[config.mk]
export PLATFORM = sky130hd
export DESIGN_NAME = sdt_group
export DESIGN_NICKNAME = d
export VERILOG_FILES = /design/src/rtl/sorted_date_table_unit_macros.svh /design/src/rtl/sdt_pkg.sv /design/src/rtl/sdt_group.sv
export SDC_FILE = /design/constraint.sdc
export NUM_CORES = 1
export LEC_CHECK = 0
export BUFFER_PORTS_ARGS = -buffer_cell sky130_fd_sc_hd__clkbuf_2
export CAP_MARGIN = 20
export CORE_AREA = 3 3 78 80
export CTS_BUF_LIST = sky130_fd_sc_hd__clkbuf_8
export DETAILED_ROUTE_END_ITERATION = 12
export DIE_AREA = 0 0 81 83
export PLACE_DENSITY = 0.78
export SYNTH_ARGS = -nofsm -noshare
export SYNTH_HDL_FRONTEND = slang
export SYNTH_SLANG_ARGS = --single-unit
[constraint.sdc]
create_clock -name clock -period 1.4 [get_ports clock]
set_input_delay 0.21 -clock clock [delete_from_list [all_inputs] [get_ports clock]]
set_output_delay 0.21 -clock clock [all_outputs]
set_load 0.02 [all_outputs]
[src/rtl/sorted_date_table_unit_macros.svh]
// Assertion helpers; clocked on clock, disabled while reset is high.
`ifndef SORTED_DATE_TABLE_UNIT_MACROS_SVH
`define SORTED_DATE_TABLE_UNIT_MACROS_SVH

// same-cycle implication
`define SDT_ASSERT_IMP(lbl, ante, cons, msg) \
   lbl: assert property (@(posedge clock) disable iff (reset) (ante) |-> (cons)) \
      else $error(msg);

// next-cycle implication
`define SDT_ASSERT_NXT(lbl, ante, cons, msg) \
   lbl: assert property (@(posedge clock) disable iff (reset) (ante) |=> (cons)) \
      else $error(msg);

`endif

[src/rtl/sdt_pkg.sv]
`timescale 1ns / 1ps
package sdt_pkg;

   localparam int TABLE_DEPTH_DEFAULT = 64;

   localparam int DAY_W   = 5;
   localparam int MONTH_W = 4;
   localparam int YEAR_W  = 14;
   localparam int KEY_W   = YEAR_W + MONTH_W + DAY_W;
   localparam int TAG_W   = 16;
   localparam int POS_W   = 7;
   localparam int PAIRS_W = 11;

   localparam logic [PAIRS_W-1:0] PAIR_MAX = '1;

   localparam int GROUP_SIZE = 8;
   localparam int GROUP_BITS = 3;

   localparam logic CMD_INSERT = 1'b0;
   localparam logic CMD_SEARCH = 1'b1;

   typedef enum logic [1:0] {
      ST_IDLE,
      ST_CMP,
      ST_ENC,
      ST_FIN
   } state_type;

   // per-cell compare result against the pending request key
   typedef struct packed {
      logic lt;
      logic le;
      logic eq;
   } cell_flags_type;

   // boundaries found within one group of cells
   typedef struct packed {
      logic                  any_gt;
      logic [GROUP_BITS-1:0] gt_idx;
      logic                  any_ge;
      logic [GROUP_BITS-1:0] ge_idx;
      logic                  found;
      logic [TAG_W-1:0]      tag;
   } grp_result_type;

endpackage

[src/rtl/sdt_group.sv]
`timescale 1ns / 1ps
module sdt_group (
   input  logic                                                  clock,
   input  logic                                                  reset,
   input  sdt_pkg::cell_flags_type [sdt_pkg::GROUP_SIZE-1:0]     flags,
   input  logic [sdt_pkg::GROUP_SIZE-1:0][sdt_pkg::TAG_W-1:0]    tags,
   input  logic                                                  left_lt,
   input  logic                                                  left_le,
   output sdt_pkg::grp_result_type                               result
);
   import sdt_pkg::*;

   grp_result_type res_ff, res_in;

   always_comb begin
      logic prev_lt;
      logic prev_le;
      res_in = '0;
      for (int k = 0; k < GROUP_SIZE; k++) begin
         prev_lt = (k == 0) ? left_lt : flags[k-1].lt;
         prev_le = (k == 0) ? left_le : flags[k-1].le;
         if (!flags[k].le && prev_le) begin
            res_in.any_gt = 1'b1;
            res_in.gt_idx = res_in.gt_idx | GROUP_BITS'(k);
         end
         if (!flags[k].lt && prev_lt) begin
            res_in.any_ge = 1'b1;
            res_in.ge_idx = res_in.ge_idx | GROUP_BITS'(k);
            if (flags[k].eq) begin
               res_in.found = 1'b1;
               res_in.tag   = tags[k];
            end
         end
      end
   end

   always_ff @(posedge clock) begin
      if (reset) begin
         res_ff <= '0;
      end else begin
         res_ff <= res_in;
      end
   end

   assign result = res_ff;

endmodule
* Word-level counts from Yosys, hierarchy flattened *
Index checks and enable logic that the tools add are counted.

word-level totals
  register bits after elaboration = 25

operators by class
  multiplexer cells = 24
  reduce and logical (&&, ||, !) cells = 32

operators by type and width
  operator            count
  two-way mux 21 bit  8
  two-way mux 17 bit  8
  two-way mux 4 bit   8
  logical AND 1 bit   16
  logical NOT 1 bit   16

* Depth between registers and ports, before layout *
  depth after elaboration = 17
  gate-level depth with buffers = 6

* Worst setup path after synthesis *
OpenSTA, ideal clock, no wires.

  kind = input to register
  start = in flags[12] (netlist bit)
  end = reg res_ff (netlist bit result[0])
  cell stages on the path = 6
  required time = 1.271 ns
  data arrival time = 1.232 ns
  library setup time = 0.129 ns
  setup slack = 0.039 ns
  cell sequence = and3b_1 clkbuf_1 buf_2 a221o_1 o211ai_1 o211ai_2

between the ends
  word-level cells in the longest chain between the ends = 8

RTL lines
  element               line             text
  from (decl)           sdt_group.sv:5   input sdt_pkg::cell_flags_type [sdt_pkg::GROUP_SIZE-1:0] flags,
  two-way mux 17 bit *  sdt_group.sv:29  if (flags[k].eq) begin
  two-way mux 21 bit *  sdt_group.sv:26  if (!flags[k].lt && prev_lt) begin
  two-way mux 17 bit    sdt_group.sv:29
  two-way mux 21 bit *  sdt_group.sv:26
  two-way mux 17 bit    sdt_group.sv:29
  two-way mux 21 bit *  sdt_group.sv:26
  two-way mux 17 bit    sdt_group.sv:29
  two-way mux 21 bit *  sdt_group.sv:26
  to (signal assigned)  sdt_group.sv:41  res_ff <= res_in;
  to (decl)             sdt_group.sv:13  grp_result_type res_ff, res_in;

Mark *: on every way between the ends. The rest lies on a longest branch, timed or not.
A chain may end at the register's enable or synchronous reset.

* Final worst setup path *
  start = in flags[5] (netlist bit)
  end = reg res_ff (netlist bit result[9])

between the ends
  word-level cells in the longest chain between the ends = 15
  elaborated cells between the ends (all ways) = 16
  those cells by class = mux (13); reduce/logical (3)

RTL lines
  element               line
  logical NOT 1 bit     sdt_group.sv:26
  logical AND 1 bit     sdt_group.sv:26
  two-way mux 21 bit    sdt_group.sv:26
  two-way mux 17 bit    sdt_group.sv:29
  two-way mux 21 bit *  sdt_group.sv:26
  two-way mux 17 bit    sdt_group.sv:29
  two-way mux 21 bit *  sdt_group.sv:26
  two-way mux 17 bit    sdt_group.sv:29
  two-way mux 21 bit *  sdt_group.sv:26
  two-way mux 17 bit    sdt_group.sv:29
  two-way mux 21 bit *  sdt_group.sv:26
  two-way mux 17 bit    sdt_group.sv:29
  two-way mux 21 bit *  sdt_group.sv:26
  two-way mux 17 bit    sdt_group.sv:29
  two-way mux 21 bit *  sdt_group.sv:26

Marked as above.

==> results.yml <==
placed_design:
  portBuffers: 180
  routabilityCongestion: 0.906
  dp_hpwl_microns: 7060
drt:
  wire_per_inst_microns: 19.4
  vias: 2601
  via_per_inst: 5.79
  drt-initial-drc-count: 201
  drc: 0
  drt_wl_total_microns: 8700
  first_pass_iters: 5
  detail-route-antenna-nets: 0
clocking:
  cts_tree: "built"
  cts_setup_buffers: 0
  cts_max_path_buffers: 2
  cts_hold_buf: 0
  path_clk_slew_ns: 0.10
  cts_root_buf: "clkbuf_8"
  cts.sinks: 25
  post_cts_resized: 0
  cts-htree-levels: 1
  cts_made_buffers: 3
sta:
  slew_headroom_pct: 53.4
  maxSlewViolCount: 0
  fin_crit_ns: 1.30
  setup_tns_ns: 0
  worst_pin_slew_ns: 0.699
  fmax_ghz: 0.768
  rsz0062_at_grt: "no"
  whs_ns: 0.166
  hold_viol: 0
  finalCritPeriodShare_pct: 93.0
  finalSetupViolCount: 0
global_route:
  grt_start_max_net_pins: 18
  grt_pass1_wl_microns: 13600
  grt_pass1_vias: 2815
  gr-total-overflow: 0
  grt.total_usage_pct: 25.4
  grt_antenna_before_repair: 0
pwr:
  power_mw: 2.07
  p_per_area_nw_per_um2: 694
  p_leak_nw: 1.48
  max-vdd-ir-drop_mv: 0.381
final_layout:
  multi_input_area_sq_um: 1220
  nNetsFinal: 534
  layout-drive-gt1-share_pct: 58.6
  nFillCells: 532
  syn_to_final_growth_pct: 62.6
  fin_util_pct: 54.4
  regArea_sq_um: 500
  largest_reg_flops: 25
  diodes: 0
yosys:
  synthArstFlopShare_pct: 0
  ys.flop_type: "dfxtp_1"
  synth_warnings: 0
  syn_nets: 349
  synth.distinct_cells: 33
  synth.most_common_cell: "a221o_1"
  synth_edf_count: 0
  netlist_instances: 193
  yosysTopAreaCellShare_pct: 27.3
  synthTopCellsByArea: "dfxtp_1, a221o_1, o211ai_1, o221ai_1, a22oi_1"
  synth_largest_area_cell: "dfxtp_1"
  syn_area_per_cell_sq_um: 9.48
  synth_seq_cells: 25
  synth_common_cells: "a221o_1, dfxtp_1, o211ai_1"
  syn_area_sq_um: 1830
  ys_seq_area_share_pct: 27.3
die:
  die_area_sq_um: 6720
  die_w_microns: 81
  io_pins: 181
  initial_utilization_pct: 33.4
  fp.coreArea_sq_um: 5470
  die_y_microns: 83
  num_rows: 27
critical_path:
  slowest_delay_ns: 0.64
  cp_slowest_cell: "and3b_1"
  cp.required_ns: 1.60
  path_cells: "clkbuf_2 > and3b_1 > a221o_1 > o221ai_1 > o211ai_1"
  path_max_fanout: 17
  cp.arrival_ns: 1.50
  crit_start: "flags[5]"
  worst-setup-path-type: "input pin to register"
  cp-start-kind: "input pin"
  end_kind: "register"
job:
  cap_violations: 0
min_path:
  hold_class: "input pin to register"
  hold_start: "tags[112]"
status:
  status: "finished clean"
[metrics by stage]
step	setup slack, ns	cells	instance area, sq um
after floorplan	0.0386	193	1830
after global placement	-0.196	445	2930
after detailed placement	-0.203	445	2930
after CTS	0.0852	449	2980
after global routing	0.0254	449	2980
final	0.0986	449	2980
[cell type report]
| cell class | count | area share (%) |
|---|---|---|
| sequential | 25 | 16.8 |
| clock buffer | 3 | 1.39 |
| timing repair buffer | 200 | 37.0 |
| multi-input combinational | 143 | 41.0 |
| clock inverter | 1 | 0.168 |
| tap | 72 | 3.03 |
| inverter | 5 | 0.631 |
[routing by layer]
layer / part of all wire (%) / global-route usage [%]
met4: 3.8 / 12.6
met1: 38 / 29.8
met5: 0 / 0
met3: 8.5 / 4.34
met2: 49 / 43.4
[cell usage in the layout, fill, tap and decap left out, types with 9 or more instances in the layout]
master / synthesis / routed
o211ai_1: 21 / 21
clkbuf_2: 0 / 180
o211ai_2: 10 / 10
dfxtp_1: 25 / 25
nand2b_1: 9 / 9
a221o_1: 31 / 31
buf_4: 1 / 16
o221ai_1: 15 / 15
a22oi_1: 17 / 17
[report_power, final]
group	internal, mW	switching, mW
registers	0.782	0.0239
logic	0.394	0.416
clock network	0.199	0.252
total	1.37	0.691
[path summary, 6_finish.rpt]
check,depth (start not counted),endpoint
setup / recovery,5,result[9]
hold / removal,3,result[0]
[worst max-delay path, delay by kind of cell]
kind,cells,cell delay (ns)
and+or+nand+nor,1,0.64
AOI/OAI and AO/OA,3,0.55
buffers and inverters,1,0.09
[cell families after synthesis]
| logic type | synth area share, % |
|---|---|
| compound gates | 54.7 |
| buf+inv | 6.02 |
| flops | 27.3 |
| simple gates | 12.0 |
Note: power is estimated with default switching activity, not from simulation.
