`src/rtl/sorted_date_table_unit_macros.svh`:
```
// Assertion helpers; clocked on clock, disabled while reset is high.
`ifndef SORTED_DATE_TABLE_UNIT_MACROS_SVH
`define SORTED_DATE_TABLE_UNIT_MACROS_SVH

// same-cycle implication
`define SDT_ASSERT_IMP(lbl, ante, cons, msg) \
   lbl: assert property (@(posedge clock) disable iff (reset) (ante) |-> (cons)) \
      else $error(msg);

// next-cycle implication
`define SDT_ASSERT_NXT(lbl, ante, cons, msg) \
   lbl: assert property (@(posedge clock) disable iff (reset) (ante) |=> (cons)) \
      else $error(msg);

`endif

```
`src/rtl/sdt_pkg.sv`:
```
`timescale 1ns / 1ps
package sdt_pkg;

   localparam int TABLE_DEPTH_DEFAULT = 64;

   localparam int DAY_W   = 5;
   localparam int MONTH_W = 4;
   localparam int YEAR_W  = 14;
   localparam int KEY_W   = YEAR_W + MONTH_W + DAY_W;
   localparam int TAG_W   = 16;
   localparam int POS_W   = 7;
   localparam int PAIRS_W = 11;

   localparam logic [PAIRS_W-1:0] PAIR_MAX = '1;

   localparam int GROUP_SIZE = 8;
   localparam int GROUP_BITS = 3;

   localparam logic CMD_INSERT = 1'b0;
   localparam logic CMD_SEARCH = 1'b1;

   typedef enum logic [1:0] {
      ST_IDLE,
      ST_CMP,
      ST_ENC,
      ST_FIN
   } state_type;

   // per-cell compare result against the pending request key
   typedef struct packed {
      logic lt;
      logic le;
      logic eq;
   } cell_flags_type;

   // boundaries found within one group of cells
   typedef struct packed {
      logic                  any_gt;
      logic [GROUP_BITS-1:0] gt_idx;
      logic                  any_ge;
      logic [GROUP_BITS-1:0] ge_idx;
      logic                  found;
      logic [TAG_W-1:0]      tag;
   } grp_result_type;

endpackage

```
`src/rtl/sdt_cell.sv`:
```
`timescale 1ns / 1ps
module sdt_cell (
   input  logic                       clock,
   input  logic                       reset,
   input  logic                       cmp_en,
   input  logic                       shift_en,
   input  logic                       cell_valid,
   input  logic [sdt_pkg::KEY_W-1:0]  new_key,
   input  logic [sdt_pkg::TAG_W-1:0]  new_tag,
   input  logic [sdt_pkg::KEY_W-1:0]  left_key,
   input  logic [sdt_pkg::TAG_W-1:0]  left_tag,
   input  logic                       left_le,
   output logic [sdt_pkg::KEY_W-1:0]  key,
   output logic [sdt_pkg::TAG_W-1:0]  tag,
   output sdt_pkg::cell_flags_type    flags
);
   import sdt_pkg::*;

   logic [KEY_W-1:0] key_ff, key_in;
   logic [TAG_W-1:0] tag_ff, tag_in;
   cell_flags_type   flags_ff, flags_in;

   always_comb begin
      flags_in.lt = cell_valid && (key_ff <  new_key);
      flags_in.le = cell_valid && (key_ff <= new_key);
      flags_in.eq = cell_valid && (key_ff == new_key);
      // first cell above the insert point takes the new entry, the rest move right
      key_in = left_le ? new_key : left_key;
      tag_in = left_le ? new_tag : left_tag;
   end

   always_ff @(posedge clock) begin
      if (reset) begin
         flags_ff <= '0;
      end else if (cmp_en) begin
         flags_ff <= flags_in;
      end
   end

   always_ff @(posedge clock) begin
      if (shift_en && !flags_ff.le) begin
         key_ff <= key_in;
         tag_ff <= tag_in;
      end
   end

   assign key   = key_ff;
   assign tag   = tag_ff;
   assign flags = flags_ff;

endmodule

```
`config.mk`:
```
export PLATFORM = sky130hd
export DESIGN_NAME = sdt_cell
export DESIGN_NICKNAME = d
export VERILOG_FILES = /design/src/rtl/sorted_date_table_unit_macros.svh /design/src/rtl/sdt_pkg.sv /design/src/rtl/sdt_cell.sv
export SDC_FILE = /design/constraint.sdc
export NUM_CORES = 1
export LEC_CHECK = 0
export BUFFER_PORTS_ARGS = -buffer_cell sky130_fd_sc_hd__buf_2
export CORE_UTILIZATION = 45
export DETAILED_ROUTE_END_ITERATION = 16
export PLACE_DENSITY = 0.92
export SETUP_SLACK_MARGIN = 0.3
export SLEW_MARGIN = 10
export SYNTH_ARGS = -nofsm -noshare
export SYNTH_HDL_FRONTEND = slang
export SYNTH_SLANG_ARGS = --single-unit
```
`constraint.sdc`:
```
create_clock -name clock -period 2.8 [get_ports clock]
set_input_delay 0.14 -clock clock [delete_from_list [all_inputs] [get_ports clock]]
set_output_delay 0.14 -clock clock [all_outputs]
set_load 0.02 [all_outputs]
```
# ---- Yosys cells after proc, flatten, opt, wreduce, memory -nomap -nowiden
# Index checks and enable logic that the tools add are counted.
dict set report totals {
  n_memories 0
  register_bits 42
  latch_bits 0
  inputBits 84
  out_inout_bits 42
  mem_bits_ro 0
  word_cells 15
  ram_bits 0
}
dict set report classes {
  muxes 2
  n_bitwise 0
  n_reduce_logical 5
  div 0
  mul 0
  shifts 0
  add_sub_neg 0
  eq_ne 1
  magnitude_cmp 2
}
# operator n
set op_table {}
lappend op_table {{$eq A23 B23 Y1} 1}
lappend op_table {{$le A23 B23 Y1} 1}
lappend op_table {{$lt A23 B23 Y1} 1}
lappend op_table {{$mux W23} 1}
lappend op_table {{$mux W16} 1}
lappend op_table {{$logic_and A1 B1 Y1} 4}
lappend op_table {{$logic_not A1 Y1} 1}

# ---- Longest topological paths before layout
# Gate-level depths: netlist of run 1.
dict set report depth {
  word_depth 2
  depth_mapped 6
  mapped_depth_nobuf 6
}

# ---- Worst setup path after synthesis of run 1
# No wires, ideal clock.
dict set report synth_timing {
  path_kind {reg-to-reg}
  start {reg flags_ff, in the netlist flags[1]}
  end {reg key_ff[0], in the netlist key[0] (enable)}
  synth_period_minus_slack_ps 2586
  path_slack_ps 214
  required_ps 2361
  n_path_buf 0
  t_arrival_ps 2146
  setup_ps 439
  path_stages_with_launch 2
  path_cell_list {dfxtp_1 nor2b_1}
}
dict set report synth_between {
  elab_chain_cells 2
}
# item line
set synth_rtl {}
lappend synth_rtl {{start, declared} sdt_cell.sv:21} ;# cell_flags_type flags_ff, flags_in;
lappend synth_rtl {{start signal, assigned} sdt_cell.sv:36} ;# flags_ff <= flags_in;
lappend synth_rtl {{$logic_not A1 Y1} sdt_cell.sv:41} ;# if (shift_en && !flags_ff.le) begin
lappend synth_rtl {{$logic_and A1 B1 Y1} sdt_cell.sv:41}
lappend synth_rtl {{end signal, assigned} sdt_cell.sv:42} ;# key_ff <= key_in;
lappend synth_rtl {{end, declared} sdt_cell.sv:19} ;# logic [KEY_W-1:0] key_ff, key_in;
# Every way passes these cells.
# A chain may end at the register's enable or synchronous reset.

# ---- Worst setup path after layout of run 1
dict set report layout_timing {
  start {reg key_ff[22], in the netlist key[22]}
  end {reg flags_ff, in the netlist flags[1]}
}
dict set report layout_between {
  elab_chain_cells 2
}
# item line
set layout_rtl {}
lappend layout_rtl {{$le A23 B23 Y1} sdt_cell.sv:25} ;# flags_in.le = cell_valid && (key_ff <= new_key);
lappend layout_rtl {{$logic_and A1 B1 Y1} sdt_cell.sv:25}
# Every way passes these cells.

==> results of run 1 <==
## power by group
group | internal [uW] | switching (uW) | leakage [uW]
clock network | 266 | 208 | 0.0000514
logic | 154 | 183 | 0.00108
registers | 744 | 18.0 | 0.000403
## layer usage
layer | share of wire (%) | up-vias | global-route usage (%) | wire (um)
met2 | 52 | 82 | 35.3 | 2640
met4 | 1.9 | 0 | 7.55 | 99
met1 | 39 | 816 | 20.4 | 1970
li1 | - | 909 | - | -
met5 | 0 | - | 0 | 0
met3 | 7.7 | 10 | 6.91 | 393
## synth_stat cells, drive strengths merged
library cell,number
edfxtp,39
mux2,39
inv,26
ha,23
a21oi,10
nand2,6
nand4,5
o21ai,5
buf,4
dfxtp,3
a21o,2
a32o,2
nor2,2
nor3,2
a2111oi,1
a222oi,1
a31o,1
a32oi,1
and3,1
nand3b,1
nor2b,1
nor4,1
## placed cells by master, fill, tap and decap left out, types with 2 or more instances in the layout
cell,instances
sky130_fd_sc_hd__a21o_1,2
sky130_fd_sc_hd__a21oi_1,10
sky130_fd_sc_hd__a32o_1,2
sky130_fd_sc_hd__buf_2,125
sky130_fd_sc_hd__clkbuf_8,5
sky130_fd_sc_hd__dfxtp_1,3
sky130_fd_sc_hd__edfxtp_1,39
sky130_fd_sc_hd__ha_1,23
sky130_fd_sc_hd__inv_1,26
sky130_fd_sc_hd__mux2_2,39
sky130_fd_sc_hd__nand2_1,6
sky130_fd_sc_hd__nand4_1,3
sky130_fd_sc_hd__nand4_2,2
sky130_fd_sc_hd__nor2_1,2
sky130_fd_sc_hd__nor3_1,2
sky130_fd_sc_hd__o21ai_0,3
## flip-flops by register name, summed over array words and instances, names as in the netlist
register,cells
key,23
tag,16
flags,3
## area by class of cell
| class | count | area, sq um | share of cell area (%) |
|---|---|---|---|
| Clock buffer | 6 | 72.6 | 2.29 |
| Clock inverter | 2 | 37.5 | 1.19 |
| Inverter | 26 | 97.6 | 3.08 |
| Multi-Input combinational cell | 104 | 1010 | 31.9 |
| Sequential cell | 42 | 1230 | 38.9 |
| Tap cell | 67 | 83.8 | 2.65 |
| Timing Repair Buffer | 126 | 633 | 20.0 |
## cell families after synthesis
kind of cell               Yosys count  share of synthesized area (%)
muxes                               39                           18.7
buffers and inverters               30                           5.00
and+or+nand+nor                     19                           5.32
adders and majority gates           23                           12.2
DFF                                 42                           52.3
AOI/OAI and AO/OA                   23                           6.44
## final timing paths
kind	startpoint	to	slack, ns	depth (start not counted)
max reg2reg	key[22]	flags[1]	1.05	5
min reg2reg	flags[0]	flags[0]	0.54	2
max	key[22]	flags[1]	1.05	5
min	reset	flags[0]	0.04	2
## through the flow
stage | cells | instance area (sq um) | hold WS, ns
2_1_floorplan | 176 | 2350 | 0.212
3_3_place_gp | 365 | 3060 | 0.348
3_5_place_dp | 365 | 3060 | 0.353
4_1_cts | 373 | 3170 | 0.0388
5_1_grt | 373 | 3170 | 0.0392
6_report | 373 | 3170 | 0.0414
==> impl.org, run 1 <==
** Status
- Outcome :: complete, no violations

** Final layout
- The filler cells instantiated in the layout total 388.
- Final Util :: 64.9%
- For this run, the post-layout net count is 412.
- Synthesis-to-finish area growth :: 34.6%
- The number of antenna diodes in the final layout is 0.
- Cells with a size suffix above 1 make up 57.8% of the layout.

** Worst setup path
- Critical path data arrival time :: 1.94 ns
- Slowest stage delay, CP :: 0.40 ns
- At the worst endpoint, the required time is 2.98 ns.
- Worst setup EP type :: register
- Startpoint type of the worst setup path :: register
- Together, buffers and inverters on the worst path number 0.
- The critical path goes through ha_1 -> nand4_2 -> nor4_4 -> o21ai_2 -> a32o_1.
- The slowest stage of the critical path belongs to the cell sky130_fd_sc_hd__edfxtp_1.
- The worst setup path is of the register to register kind.
- Of all nets on the critical path, the largest fanout is 4.
- Critical path's top delay family :: simple AND/OR/NAND/NOR gates

** Routing
- Sum of routed wire length over all layers :: 5.10 mm
- In the final routed layout, each cell accounts on average for 13.7 um.
- The detail route stage leaves a number of antenna-violating nets equal to 0.
- After detailed routing, the number of vias per cell comes to 4.87.
- The final route contains 1817 vias.
- For this run, design rule violations remaining after detail routing come to 0.
- Detailed-router iteration count before antenna repair :: 5
- After the first detailed-routing iteration, the DRC count stood at 59.

** Placed design
- Detailed-placement wirelength estimate :: 3.94 mm
- Before CTS, the worst setup slack after placement is 1.05 ns.
- Last weighted congestion value of the routability-driven placer :: 0.822
- Number of port buffers :: 125

** Clock tree
- The cell sitting at the root of the clock tree is a sky130_fd_sc_hd__clkbuf_8.
- Buffers inserted to repair hold after CTS numbered 0.
- After clock tree synthesis, the clock-pin slew on the worst setup and hold paths is 0.08 ns.
- Longest Clk Path Bufs :: 2
- Clock latency on the worst-skew pair, taken at its later pin, is 0.29 ns.
- The clock drives 42 sinks.
- Resized Gates After CTS :: 0
- Cts bufs inserted :: 5
- The H-tree generated during clock tree synthesis spans 2 levels.
- Clock tree from TritonCTS :: done
- In this run the post-CTS setup repair buffer count came out at 0.

** Die
- IO Count :: 126
- The floorplan has 25 rows.
- Initial standard-cell utilization of the core :: 48.2%
- The die covers 5520 sq um.
- The die is 74.3 um wide.
- Chip height :: 74.3 um
- Core area :: 4880 sq um

** STA
- Setup repair after global routing left no endpoint under its margin.
- Of the available clock period, the critical path in the final layout requires 62.7%.
- After layout, the worst setup slack is 1.05 ns.
- The final hold violation count was 0.
- Clock skew after layout :: 0.00670 ns
- Setup violations remaining at the end of the flow were counted as 0.
- Slew Limit Fails :: 0
- Adding up every negative setup slack in the final design gives 0 ns.
- Max Freq :: 0.570 GHz
- In this run the tightest slew margin relative to its limit is 42.3%.
- For the pin with the worst max-slew slack, the measured transition is 0.865 ns.
- The clock period could shrink to 1.75 ns.

** Logic synthesis
- Number of warnings reported in the yosys synthesis log :: 0
- Post-synthesis net count :: 283
- Yosys attributes the largest share of cell area to sky130_fd_sc_hd__edfxtp_1 50%, sky130_fd_sc_hd__mux2_2 19%, sky130_fd_sc_hd__ha_1 12%.
- Post-synthesis sequential area ratio :: 52.3%
- Synthesis produced 176 cells.
- Mapped cell area :: 2350 sq um
- Yosys top cell by area :: sky130_fd_sc_hd__edfxtp_1
- Fraction of synthesized cell area taken by the top area cell type :: 49.8%
- A synthesized cell averages 13.4 sq um.
- Synthesis inferred 42 register bits.
- The synthesized netlist contains 25 unique library cells.

** Worst hold path
- Hold WC Path Type :: primary input to register

** GRT
- The first global-routing pass estimated 7.78 mm of wire.
- Pin count of the biggest net entering global routing :: 40
- Grt ovf :: 0
- The number of global-route vias before repair is 1784.
- The number of antenna violations at the first check in global routing was 0.
- Global-route usage over all layers :: 19.4%

** Pwr
- Worst IR Drop VDD :: 0.317 mV
- Total power for the finished layout comes to 1570 uW.
- For this design the static power due to leakage is 0.00153 uW.
- Power Density :: 496 nW/um^2

** Job
- The tool flagged a number of max-cap violations equal to 0.
Power figures use the tool's default switching activity.
==> run 2, diff against run 1 <==
clock period = 1.7 ns   (was 2.8 ns; I/O delays follow)
==> run 2 against run 1 <==
Critical path type unchanged. Critical endpoint unchanged. Register-to-register slack got worse by 1.0 ns. Design area increased by 5.4%. Sequential share of layout area decreased by 2.0 points. Worst setup slack got worse by 1.0 ns. Power increased by 70%. Sequential power increased by 65%.
==> impl.org, run 2 (synthesis results as in run 1) <==
** Status
- Outcome :: complete, no violations

** STA
- The final max-slew violation count is 0.
- Across all hold checks on the routed design, the worst slack comes to 0.0853 ns.
- Dividing the final minimum period by the clock period gives 99.0%.
- Worst Max-Slew Pin Slew :: 0.395 ns
- For the final database, setup skew stands at 0.00336 ns.
- Worst slew margin relative to its limit :: 73.7%
- Setup repair after global routing missed its margin :: yes
- Setup violations remaining at the end of the flow were counted as 0.
- Derived from the worst setup path, the maximum achievable clock frequency is 0.594 GHz.
- The final hold violation count came to 0.
- Time the worst path needs with I/O delays and setup :: 1.68 ns
- The worst path meets setup with 0.0164 ns of slack.

** Pwr
- Dividing total power by cell area gives a power density of 799 nW/um^2.
- Leakage :: 0.00156 uW
- VDD sags by at most 0.562 mV.

** Final layout
- The library cell used most frequently in the layout, excluding fill and tap cells, is sky130_fd_sc_hd__buf_2.
- The register with the most flip-flops in the layout has 23 of them.
- Layout net count :: 415
- Layout Cells excl Fill :: 376
- From synthesis to final layout, the design area changed by 41.9%.
- Highest-count cells in the layout ignoring fill and taps :: 125 x sky130_fd_sc_hd__buf_2, 39 x sky130_fd_sc_hd__mux2_2, 39 x sky130_fd_sc_hd__edfxtp_1
- Diodes inserted :: 0
- Layout cells sized above 1 :: 61.2%

** Routing
- Sum of routed wire length over all layers :: 5.37 mm
- In this run, the number of DRC markers left after iteration 0 of detailed routing was 103.
- The routed layout has 1893 vias.
- Dividing the detail-routed via count by the number of cells gives 5.03.
- ANT nets after route :: 0
- Before antenna repair, the detailed router went through 4 iterations.
- WL per Instance :: 14.3 um
- In the routed design, unresolved DRC markers number 0.

** Placed design
- Minimum setup slack after placement :: -0.00617 ns
- Last weighted congestion value of the routability-driven placer :: 0.813
- Number of port buffers :: 125
- Summed over all nets, the half-perimeter wirelength after detailed placement is 4.08 mm.
- Placed instance count :: 366

** Clock tree
- Clock tree from TritonCTS :: done
- Worst skew pair latency :: 0.29 ns
- The H-tree was split into 2 levels.
- The clock net in this run drives a total of 42 sinks.
- Clock-pin slew was measured on the worst setup and hold paths at 0.08 ns.
- CTS placed an instance of sky130_fd_sc_hd__clkbuf_8 at the clock tree root.
- The clock passes through at most 2 buffers.
- Cts bufs inserted :: 5

** Worst setup path
- CP Launch Point :: key[12]
- At the worst endpoint, the arrival time is 1.88 ns.
- For the worst setup path, the data required time is 1.89 ns.
- STA classifies the critical path endpoint as a register.
- In this run the critical register-to-register path is captured at flags[1].
- Worst setup endpoint :: flags[1]
- Along the worst path, the maximum fanout reaches 3.
- Startpoint type of the worst setup path :: register
- Origin of the critical flop-to-flop path :: key[12]
- The number of cells on the worst reg-to-reg path is 5.
- By startpoint and endpoint, the worst setup path is classified as register to register.
- The worst register-to-register path has a setup slack of 0.02 ns.

** GRT
- Pin count of the biggest net entering global routing :: 40
- The number of global-route vias before repair was 1879.
- Summed over all layers, the global routing overflow is 0.
- The first global-routing pass estimated 8.34 mm of wire.
- Global routing used 20.4% of the available tracks.
- The number of antenna violations at the first check in global routing came to 0.

** Die
- In this run the horizontal extent of the chip is 74.3 um.
- IO Count :: 126
- Overall die area :: 5520 sq um
- The floorplan step defined a core boundary enclosing 4880 sq um.
- The initial utilization of the core area, before any placement, comes to 48.2%.
- Chip height :: 74.3 um
- Number of rows in the core area :: 25

** Worst hold path
- Hold WC Path Type :: primary input to register

** Job
- Number of violations of the max-capacitance limit :: 0
-- run 2: cell types whose count changed in the layout (fill, tap and decap cells not counted), sizes merged --
cell	change
dlygate4sd3	+1
clkinvlp	-1
clkbuf	-1
clkinv	+2
buf	+2
-- run 2: area by class of cell --
type,instances,area (sq um)
inverters,26,97.6
flip-flops and latches,42,1230
repair buffers,129,683
fillers,380,1540
well taps,67,83.8
multi-input cells,104,1130
clock buffers,5,68.8
clock inverters,3,40.0
-- run 2: repair_timing --
item	in CTS	in global routing
gates resized for setup	4	1
hold buffers	1	0
setup endpoints to repair	3	3
pin swaps	2	2
buffers inserted	0	1
endpoints found under the hold margin	1	0
-- run 2: power by group --
group | switching [uW] | internal [uW]
sequential | 35.7 | 1220
clock | 356 | 433
combinational | 323 | 296
total | 715 | 1950
-- run 2: worst min-delay path by stage --
stage	from	to	cells past startpoint
final	left_key[9]	key[9]	2
after global routing	left_tag[12]	tag[12]	2
after CTS	left_key[1]	key[1]	2
after detailed placement	reset	flags[0]	2
after global placement	reset	flags[0]	2
after floorplan	reset	flags[0]	1
-- run 2: metal layers --
metal / track usage, % / vias up / wire, um
met5: 0 / - / 0
met4: 7.34 / 0 / 106
met3: 7.32 / 12 / 437
met2: 36.9 / 88 / 2760
met1: 22.0 / 873 / 2070
li1: - / 920 / -
-- run 2: metrics by stage --
stage	setup TNS [ns]	power [uW]	instance area (sq um)	utilization (%)
2_1_floorplan	0	1640	2420	-
3_3_place_gp	0	1850	3150	64.6
3_5_place_dp	-0.00617	1870	3150	64.6
4_1_cts	0	2690	3320	68.0
5_1_grt	-0.107	2790	3340	68.4
6_report	0	2670	3340	68.4
-- run 2: worst max-delay path, cell delays in order, from the launching register on --
cell and delay [ns]:
sky130_fd_sc_hd__edfxtp_1 0.45, sky130_fd_sc_hd__ha_4 0.30, sky130_fd_sc_hd__nand4_1 0.16, sky130_fd_sc_hd__nor4_4 0.34
sky130_fd_sc_hd__o21ai_2 0.11, sky130_fd_sc_hd__a32o_1 0.22
